File: src/design/fau_pkg.sv
// Shared types and constants for the fraction arithmetic unit.
package fau_pkg;

  localparam int unsigned OPERAND_BITS_DEF = 16;
  localparam int unsigned OP_W             = 3;
  localparam int unsigned RES_NUM_W        = 32;
  localparam int unsigned RES_DEN_W        = 30;

  typedef enum logic [OP_W-1:0] {
    OP_ADD = 3'd0,
    OP_SUB = 3'd1,
    OP_MUL = 3'd2,
    OP_EQ  = 3'd3,
    OP_NE  = 3'd4,
    OP_GE  = 3'd5,
    OP_LE  = 3'd6,
    OP_RED = 3'd7
  } op_e;

endpackage

File: src/design/fau_if.sv
// Request and result channel interfaces of the fraction arithmetic unit.
interface fau_req_if import fau_pkg::*; #(
  parameter int unsigned OPERAND_BITS = OPERAND_BITS_DEF
) ();
  logic                           valid;
  logic                           ready;
  logic        [OP_W-1:0]         req_type;
  logic signed [OPERAND_BITS-1:0] a_num;
  logic        [OPERAND_BITS-2:0] a_den;
  logic signed [OPERAND_BITS-1:0] b_num;
  logic        [OPERAND_BITS-2:0] b_den;

  modport source (output valid, req_type, a_num, a_den, b_num, b_den, input ready);
  modport sink   (input valid, req_type, a_num, a_den, b_num, b_den, output ready);
endinterface

interface fau_res_if import fau_pkg::*; ();
  logic                        valid;
  logic                        ready;
  logic signed [RES_NUM_W-1:0] res_num;
  logic        [RES_DEN_W-1:0] res_den;
  logic                        cmp_true;
  logic                        bad_den;

  modport source (output valid, res_num, res_den, cmp_true, bad_den, input ready);
  modport sink   (input valid, res_num, res_den, cmp_true, bad_den, output ready);
endinterface

File: src/design/fraction_arithmetic_unit.sv
// Sequence from request transfer to result valid: add/sub/mul/compare pass through ST_MUL1,
// ST_MUL2, ST_MUL3 and ST_FIN; a zero denominator goes straight to ST_FIN. Reduce: a binary
// gcd loop, two restoring divides of OPERAND_BITS quotient bits each, and the output state.
// One request in flight; the next is taken the cycle after the result is loaded, and a
// stalled result holds the sequencer in its last state until the result is taken.
// Reset (rst_ni low, async) returns the sequencer to idle and drops result valid.
module fraction_arithmetic_unit import fau_pkg::*; #(
  parameter int unsigned OPERAND_BITS = OPERAND_BITS_DEF
) (
  input  logic      clk_i,
  input  logic      rst_ni,
  fau_req_if.sink   req_i,
  fau_res_if.source res_o
);

  localparam int unsigned W  = OPERAND_BITS;
  localparam int unsigned MW = W + 1;
  localparam int unsigned PW = 2 * MW;
  localparam int unsigned CW = $clog2(W);

  typedef enum logic [7:0] {
    ST_IDLE = 8'b0000_0001,
    ST_MUL1 = 8'b0000_0010,
    ST_MUL2 = 8'b0000_0100,
    ST_MUL3 = 8'b0000_1000,
    ST_GCD  = 8'b0001_0000,
    ST_DIVN = 8'b0010_0000,
    ST_DIVD = 8'b0100_0000,
    ST_FIN  = 8'b1000_0000
  } state_e;

  state_e state_q, state_d;

  op_e                     op_q, op_d;
  logic signed [W-1:0]     an_q, an_d, bn_q, bn_d;
  logic        [W-2:0]     ad_q, ad_d, bd_q, bd_d;
  logic signed [PW-1:0]    l_q, l_d, r_q, r_d;
  logic        [W-1:0]     x_q, x_d, y_q, y_d, mag_q, mag_d;
  logic                    neg_q, neg_d;
  logic        [CW-1:0]    k_q, k_d, cnt_q, cnt_d;
  logic        [W-2:0]     g_q, g_d, rem_q, rem_d;
  logic        [W-1:0]     quo_q, quo_d;

  logic        [RES_NUM_W-1:0] rn_q, rn_d, on_q, on_d;
  logic        [RES_DEN_W-1:0] rd_q, rd_d, od_q, od_d;
  logic                        ct_q, ct_d, bad_q, bad_d, oc_q, oc_d, ob_q, ob_d;
  logic                        ov_q, ov_d;

  logic                    accept;
  logic                    in_bad;
  logic        [W-1:0]     in_mag;
  logic                    unit_den;
  logic signed [MW-1:0]    an_x, bn_x, ad_x, bd_x, one_x;
  logic signed [MW-1:0]    mul_a, mul_b;
  logic signed [PW-1:0]    prod;
  logic signed [PW:0]      sum_w;
  logic        [W-1:0]     sub_a, sub_b;
  logic        [W:0]       diff;
  logic                    borrow;
  logic        [W-1:0]     g_full;
  logic        [W-1:0]     q_next;
  logic                    cmp_res;

  assign req_i.ready = (state_q == ST_IDLE);
  assign accept      = req_i.valid && req_i.ready;

  assign in_bad = (op_e'(req_i.req_type) == OP_RED) ? (req_i.a_den == '0)
                : ((req_i.a_den == '0) || (req_i.b_den == '0));
  assign in_mag = req_i.a_num[W-1] ? (~req_i.a_num + W'(1)) : req_i.a_num;

  // Equal denominators on add/sub: multiply by one so the shared denominator is kept.
  assign unit_den = ((op_q == OP_ADD) || (op_q == OP_SUB)) && (ad_q == bd_q);
  assign an_x  = {an_q[W-1], an_q};
  assign bn_x  = {bn_q[W-1], bn_q};
  assign ad_x  = {2'b00, ad_q};
  assign bd_x  = {2'b00, bd_q};
  assign one_x = MW'(1);

  assign prod   = mul_a * mul_b;
  assign sum_w  = (op_q == OP_SUB) ? (l_q - r_q) : (l_q + r_q);
  assign diff   = {1'b0, sub_a} - {1'b0, sub_b};
  assign borrow = diff[W];
  assign g_full = y_q << k_q;
  assign q_next = {quo_q[W-2:0], ~borrow};

  always_comb begin
    unique case (op_q)
      OP_EQ:   cmp_res = (l_q == r_q);
      OP_NE:   cmp_res = (l_q != r_q);
      OP_GE:   cmp_res = (l_q >= r_q);
      OP_LE:   cmp_res = (l_q <= r_q);
      default: cmp_res = 1'b0;
    endcase
  end

  always_comb begin
    state_d = state_q;
    op_d = op_q; an_d = an_q; bn_d = bn_q; ad_d = ad_q; bd_d = bd_q;
    l_d = l_q; r_d = r_q;
    x_d = x_q; y_d = y_q; mag_d = mag_q; neg_d = neg_q; k_d = k_q;
    g_d = g_q; rem_d = rem_q; quo_d = quo_q; cnt_d = cnt_q;
    rn_d = rn_q; rd_d = rd_q; ct_d = ct_q; bad_d = bad_q;
    on_d = on_q; od_d = od_q; oc_d = oc_q; ob_d = ob_q;
    ov_d = ov_q;
    mul_a = an_x;
    mul_b = bd_x;
    sub_a = x_q;
    sub_b = y_q;

    if (ov_q && res_o.ready) begin
      ov_d = 1'b0;
    end

    unique case (state_q)
      ST_IDLE: begin
        if (accept) begin
          op_d  = op_e'(req_i.req_type);
          an_d  = req_i.a_num;
          ad_d  = req_i.a_den;
          bn_d  = req_i.b_num;
          bd_d  = req_i.b_den;
          rn_d  = '0;
          rd_d  = '0;
          ct_d  = 1'b0;
          bad_d = in_bad;
          mag_d = in_mag;
          neg_d = req_i.a_num[W-1];
          x_d   = in_mag;
          y_d   = {1'b0, req_i.a_den};
          k_d   = '0;
          if (in_bad) begin
            state_d = ST_FIN;
          end else if (op_e'(req_i.req_type) == OP_RED) begin
            state_d = ST_GCD;
          end else begin
            state_d = ST_MUL1;
          end
        end
      end
      ST_MUL1: begin
        mul_a   = an_x;
        mul_b   = (op_q == OP_MUL) ? bn_x : (unit_den ? one_x : bd_x);
        l_d     = prod;
        state_d = ST_MUL2;
      end
      ST_MUL2: begin
        mul_a   = bn_x;
        mul_b   = unit_den ? one_x : ad_x;
        r_d     = prod;
        state_d = ST_MUL3;
      end
      ST_MUL3: begin
        mul_a = ad_x;
        mul_b = unit_den ? one_x : bd_x;
        case (op_q)
          OP_ADD, OP_SUB: begin
            rn_d = RES_NUM_W'(sum_w);
            rd_d = RES_DEN_W'(prod);
          end
          OP_MUL: begin
            rn_d = RES_NUM_W'(l_q);
            rd_d = RES_DEN_W'(prod);
          end
          default: begin
            ct_d = cmp_res;
          end
        endcase
        state_d = ST_FIN;
      end
      ST_GCD: begin
        // binary gcd: common factors of two go to k, odd pairs subtract or swap
        sub_a = x_q;
        sub_b = y_q;
        if (x_q == '0) begin
          g_d     = g_full[W-2:0];
          quo_d   = mag_q;
          rem_d   = '0;
          cnt_d   = '0;
          state_d = ST_DIVN;
        end else if (!x_q[0] && !y_q[0]) begin
          x_d = x_q >> 1;
          y_d = y_q >> 1;
          k_d = k_q + CW'(1);
        end else if (!x_q[0]) begin
          x_d = x_q >> 1;
        end else if (!y_q[0]) begin
          y_d = y_q >> 1;
        end else if (!borrow) begin
          x_d = diff[W:1];
        end else begin
          x_d = y_q;
          y_d = x_q;
        end
      end
      ST_DIVN, ST_DIVD: begin
        // restoring divide, one quotient bit per cycle
        sub_a = {rem_q, quo_q[W-1]};
        sub_b = {1'b0, g_q};
        rem_d = borrow ? sub_a[W-2:0] : diff[W-2:0];
        quo_d = q_next;
        cnt_d = cnt_q + CW'(1);
        if (cnt_q == CW'(W - 1)) begin
          cnt_d = '0;
          if (state_q == ST_DIVN) begin
            rn_d    = neg_q ? (-RES_NUM_W'(q_next)) : RES_NUM_W'(q_next);
            quo_d   = {1'b0, ad_q};
            rem_d   = '0;
            state_d = ST_DIVD;
          end else begin
            rd_d    = RES_DEN_W'(q_next);
            state_d = ST_FIN;
          end
        end
      end
      ST_FIN: begin
        if (!ov_q || res_o.ready) begin
          on_d    = rn_q;
          od_d    = rd_q;
          oc_d    = ct_q;
          ob_d    = bad_q;
          ov_d    = 1'b1;
          state_d = ST_IDLE;
        end
      end
      default: begin
        state_d = ST_IDLE;
      end
    endcase
  end

  always_ff @(posedge clk_i or negedge rst_ni) begin
    if (!rst_ni) begin
      state_q <= ST_IDLE;
      ov_q    <= 1'b0;
    end else begin
      state_q <= state_d;
      ov_q    <= ov_d;
    end
  end

  always_ff @(posedge clk_i) begin
    op_q  <= op_d;
    an_q  <= an_d;
    bn_q  <= bn_d;
    ad_q  <= ad_d;
    bd_q  <= bd_d;
    l_q   <= l_d;
    r_q   <= r_d;
    x_q   <= x_d;
    y_q   <= y_d;
    mag_q <= mag_d;
    neg_q <= neg_d;
    k_q   <= k_d;
    g_q   <= g_d;
    rem_q <= rem_d;
    quo_q <= quo_d;
    cnt_q <= cnt_d;
    rn_q  <= rn_d;
    rd_q  <= rd_d;
    ct_q  <= ct_d;
    bad_q <= bad_d;
    on_q  <= on_d;
    od_q  <= od_d;
    oc_q  <= oc_d;
    ob_q  <= ob_d;
  end

  assign res_o.valid    = ov_q;
  assign res_o.res_num  = on_q;
  assign res_o.res_den  = od_q;
  assign res_o.cmp_true = oc_q;
  assign res_o.bad_den  = ob_q;

endmodule

File: src/flat_wrapper.sv
// flat-port wrapper written by rule: the top's interface ports become plain ports
module fraction_arithmetic_unit_flat import fau_pkg::*;
#(
  parameter int unsigned OPERAND_BITS = OPERAND_BITS_DEF
)
  (clk_i, rst_ni, req_i_valid, req_i_req_type, req_i_a_num, req_i_a_den, req_i_b_num, req_i_b_den, req_i_ready, res_o_valid, res_o_res_num, res_o_res_den, res_o_cmp_true, res_o_bad_den, res_o_ready);
  fau_req_if #(.OPERAND_BITS(OPERAND_BITS)) req_i_i ();
  fau_res_if res_o_i ();
  input  logic clk_i;
  input  logic rst_ni;
  input wire logic [$bits(req_i_i.valid)-1:0] req_i_valid;
  input wire logic [$bits(req_i_i.req_type)-1:0] req_i_req_type;
  input wire logic [$bits(req_i_i.a_num)-1:0] req_i_a_num;
  input wire logic [$bits(req_i_i.a_den)-1:0] req_i_a_den;
  input wire logic [$bits(req_i_i.b_num)-1:0] req_i_b_num;
  input wire logic [$bits(req_i_i.b_den)-1:0] req_i_b_den;
  output wire logic [$bits(req_i_i.ready)-1:0] req_i_ready;
  output wire logic [$bits(res_o_i.valid)-1:0] res_o_valid;
  output wire logic [$bits(res_o_i.res_num)-1:0] res_o_res_num;
  output wire logic [$bits(res_o_i.res_den)-1:0] res_o_res_den;
  output wire logic [$bits(res_o_i.cmp_true)-1:0] res_o_cmp_true;
  output wire logic [$bits(res_o_i.bad_den)-1:0] res_o_bad_den;
  input wire logic [$bits(res_o_i.ready)-1:0] res_o_ready;
  assign req_i_i.valid = req_i_valid;
  assign req_i_i.req_type = req_i_req_type;
  assign req_i_i.a_num = req_i_a_num;
  assign req_i_i.a_den = req_i_a_den;
  assign req_i_i.b_num = req_i_b_num;
  assign req_i_i.b_den = req_i_b_den;
  assign req_i_ready = req_i_i.ready;
  assign res_o_valid = res_o_i.valid;
  assign res_o_res_num = res_o_i.res_num;
  assign res_o_res_den = res_o_i.res_den;
  assign res_o_cmp_true = res_o_i.cmp_true;
  assign res_o_bad_den = res_o_i.bad_den;
  assign res_o_i.ready = res_o_ready;
  fraction_arithmetic_unit #(.OPERAND_BITS(OPERAND_BITS)) u_core (.clk_i(clk_i), .rst_ni(rst_ni), .req_i(req_i_i), .res_o(res_o_i));
endmodule
File: config.mk
export PLATFORM = sky130hd
export DESIGN_NAME = fraction_arithmetic_unit_flat
export DESIGN_NICKNAME = d
export VERILOG_FILES = /design/src/design/fau_pkg.sv /design/src/design/fau_if.sv /design/src/design/fraction_arithmetic_unit.sv /design/src/flat_wrapper.sv
export SDC_FILE = /design/constraint.sdc
export NUM_CORES = 2
export LEC_CHECK = 0
export BUFFER_PORTS_ARGS = -buffer_cell sky130_fd_sc_hd__buf_4
export CORE_MARGIN = 2
export CORE_UTILIZATION = 45
export DETAILED_ROUTE_END_ITERATION = 10
export MAX_ROUTING_LAYER = met4
export PLACE_DENSITY = 0.71
export SLEW_MARGIN = 20
export SYNTH_ARGS = -nofsm -noshare
export SYNTH_HDL_FRONTEND = slang
export SYNTH_SLANG_ARGS = --single-unit
File: constraint.sdc
create_clock -name clk_i -period 15.25 [get_ports clk_i]
set_input_delay 4.575 -clock clk_i [delete_from_list [all_inputs] [get_ports clk_i]]
set_output_delay 4.575 -clock clk_i [all_outputs]
set_load 0.005 [all_outputs]
==> results.md <==
* Clk sink count at 371
* Asr flop ratio synth at 2.43%
* Initial core utilization at 45.6%
* Post-synth EDFFs at 362
* Worst slack, placed at 5740 ps
* Number of hold buffers added after cts at 0
* Worst Setup SP: u_core.state_q[6]
* Critical Path Sink: u_core.r_q[33]
* Crit share post-route at 64.0%
* GRT Resource Usage Total at 23.9%
* Syn_nets at 3430
* CP Class: flop to flop
* Design Area, Final at 33500 sq um
* Critical path's slowest cell: or4_1
* Clock root buffer: clkbuf_16
* CP max stage delay at 570 ps
* Slew Viols, Final at 0
* RSZ-0062 raised after global routing: false
* Multi-input logic area at 17100 sq um
* Max H-tree Level at 2
* Post-Route Setup TNS at 0 ps
* Synthesis-to-finish area growth at 11.2%
* First-pass DRT Iterations at 6
* Synth Cell Area at 30100 sq um
* R2R setup slack at 5480 ps
* Overflow after GRT at 0
* Share of layout cells above drive strength 1 at 9.13%
* DR vias/cell at 5.61
* Vias in the first global route at 21600
* Die Area at 69000 sq um
* Post-route clock skew at 64.7 ps
* Port buffer count at 134
* Min Clock Period, post-route at 9770 ps
* FILL cells at 5888
* Crit. End Element: flop
* CP required at 15560 ps
* Slew headroom at 23.2%
* Hpwl dp at 62700 um
* Final Setup Violations at 0
* CP Launch Type: flop
* Sequential fraction of the synthesis area at 36.9%
* Worst-skew pair later-pin latency at 630 ps
* Die Wd at 263 um
* DP Area at 32100 sq um
* Post-Route WL at 80000 um
* Clock Path Buffers at 3
* Status: finished clean
* Register area at 11100 sq um
* Fin util at 50.7%
* Top-level I/O count at 135
* Worst R2R End: u_core.r_q[33]
* Avg Cell Area, Syn at 10.4 sq um
* Library cells used by synthesis at 81
* CORE AREA at 66000 sq um
* Hold WC Path Type: flop to flop
* Top_reg_cell synth: edfxtp_1
* Critical R2R Launch: u_core.state_q[6]
* Post-route setup slack at 5480 ps
* Flops & latches, synth at 371
* CP max FO at 32
* Die height at 263 um
* Vias at 21900
* Placer congestion estimate at 1.01
* 1st-iter DRT viols at 2475
* R2R cell count at 32
* ANT nets after route at 0
* First-pass GRT wire length at 125000 um
* CTS tree: yes
* Cts bufs inserted at 40
* Largest net degree at the start of global routing at 78
* Cell mode on critical path: fa_1
* Row cnt at 94
* Worst slew pin tran at 1150 ps
* Critical Path AT at 10070 ps
* Final Hold Viols at 0
* Fmax at 102 MHz
* Avg WL per Cell at 20.5 um
* Antenna diodes at 0
* Setup Fix Bufs, Post-CTS at 0
* Synth Instances at 2902
* Clock transition at path regs at 60 ps
* DRC Markers at 0
* Post-cts sizing count at 0
* Initial antenna violation count at 0
* Yosys warnings at 0
* Post-layout nets at 3544
* Max-Cap Viols at 0
## area by class of cell
type / count / area share (%)
sequential: 371 / 33.1
inverter: 433 / 4.86
clock inverter: 21 / 0.796
tap: 864 / 3.23
timing repair buffer: 169 / 3.85
multi-input combinational: 2001 / 50.9
clock buffer: 50 / 3.19
## worst min-delay path by stage
stage,start,to,slack [ps],cells past startpoint
floorplan,u_core.bad_q,u_core.res_o.bad_den,400,0
global placement,u_core.rd_q[18],u_core.res_o.res_den[18],400,0
detailed placement,u_core.rd_q[15],u_core.res_o.res_den[15],400,0
CTS,u_core.rn_q[19],u_core.res_o.res_num[19],420,0
global route,u_core.rn_q[30],u_core.res_o.res_num[30],430,0
finish,u_core.rn_q[19],u_core.res_o.res_num[19],420,0
## critical path, delay by kind of cell (launching register included)
family / cells / cell delay [ps]
adder cells (fa/ha/maj): 7 / 3270
AO/OA/AOI/OAI: 10 / 2630
AND/OR/NAND/NOR: 7 / 2080
buffers and inverters: 7 / 940
flip-flops: 1 / 440
XOR/XNOR: 1 / 100
## stage by stage
step,hold slack [ps],std cells
4_1_cts,419,3908
2_1_floorplan,400,2902
5_1_grt,427,3909
3_3_place_gp,403,3837
6_report,418,3909
3_5_place_dp,405,3837
## sequential cells by signal (all words and copies together), names as in the netlist, 15 cells and up
register              flops
u_core.ad_q              15
u_core.bd_q              15
u_core.bn_q              16
u_core.g_q               15
u_core.l_q               34
u_core.mag_q             16
u_core.quo_q             16
u_core.r_q               34
u_core.rd_q              30
u_core.rem_q             15
u_core.res_o.res_den     30
u_core.res_o.res_num     32
u_core.rn_q              32
u_core.x_q               16
u_core.y_q               16
## synthesized netlist by cell type, drive strengths merged, types with 18 or more instances
cell type	number	share of area, %
clkbuf	77	0.96
a21oi	158	2.6
nand3	27	0.45
o21ai	94	1.6
a21o	52	1.3
nand2	283	3.5
xor2	39	1.1
nand4	18	0.37
mux2i	49	1.6
and3	32	0.66
fa	288	19
o22ai	25	0.52
or2	18	0.37
nand2b	27	0.56
a22oi	23	0.57
inv	433	5.4
ha	171	7.1
buf	20	0.33
a31oi	19	0.39
nor2	274	3.4
nor3	25	0.42
and2	25	0.52
nor4	20	0.42
edfxtp	362	36
nor2b	18	0.37
xnor2	103	3.0
## metal layers
layer	vias to the layer above	GRT usage (%)	part of all wire [%]
met5	-	-	0
met4	0	7.32	2.9
met3	157	4.05	8.9
met2	1070	34.7	44
met1	10600	34.2	45
li1	10100	-	-
## cell usage in the layout (no fill, tap or decap), drive strengths merged, types with 17 or more instances in the layout
cell type / synthesis / final
nand4: 18 / 18
nor2b: 18 / 18
ha: 171 / 171
inv: 433 / 435
o22ai: 25 / 25
nor3: 25 / 25
a31oi: 19 / 19
a22oi: 23 / 23
and3: 32 / 32
a21oi: 158 / 158
xnor2: 103 / 103
xor2: 39 / 39
o21ai: 94 / 94
nor2: 274 / 274
or2: 18 / 18
mux2i: 49 / 49
a21o: 52 / 52
nand2: 283 / 283
fa: 288 / 288
nor4: 20 / 20
and2: 25 / 25
a221oi: 17 / 17
edfxtp: 362 / 362
a211oi: 17 / 17
buf: 20 / 169
nand3: 27 / 27
a22o: 17 / 17
nand2b: 27 / 27
clkbuf: 77 / 50
## kinds of logic after synthesis
| family | share of synthesized area (%) |
|---|---|
| simple gates | 12.0 |
| mux | 2.00 |
| compound gates | 12.1 |
| fa+ha+maj | 26.3 |
| buf+inv | 6.69 |
| flops | 36.9 |
| xor+xnor | 4.13 |
Power is not shown: default switching activity piles up to over one toggle a cycle in this logic, so the estimate is an artifact.
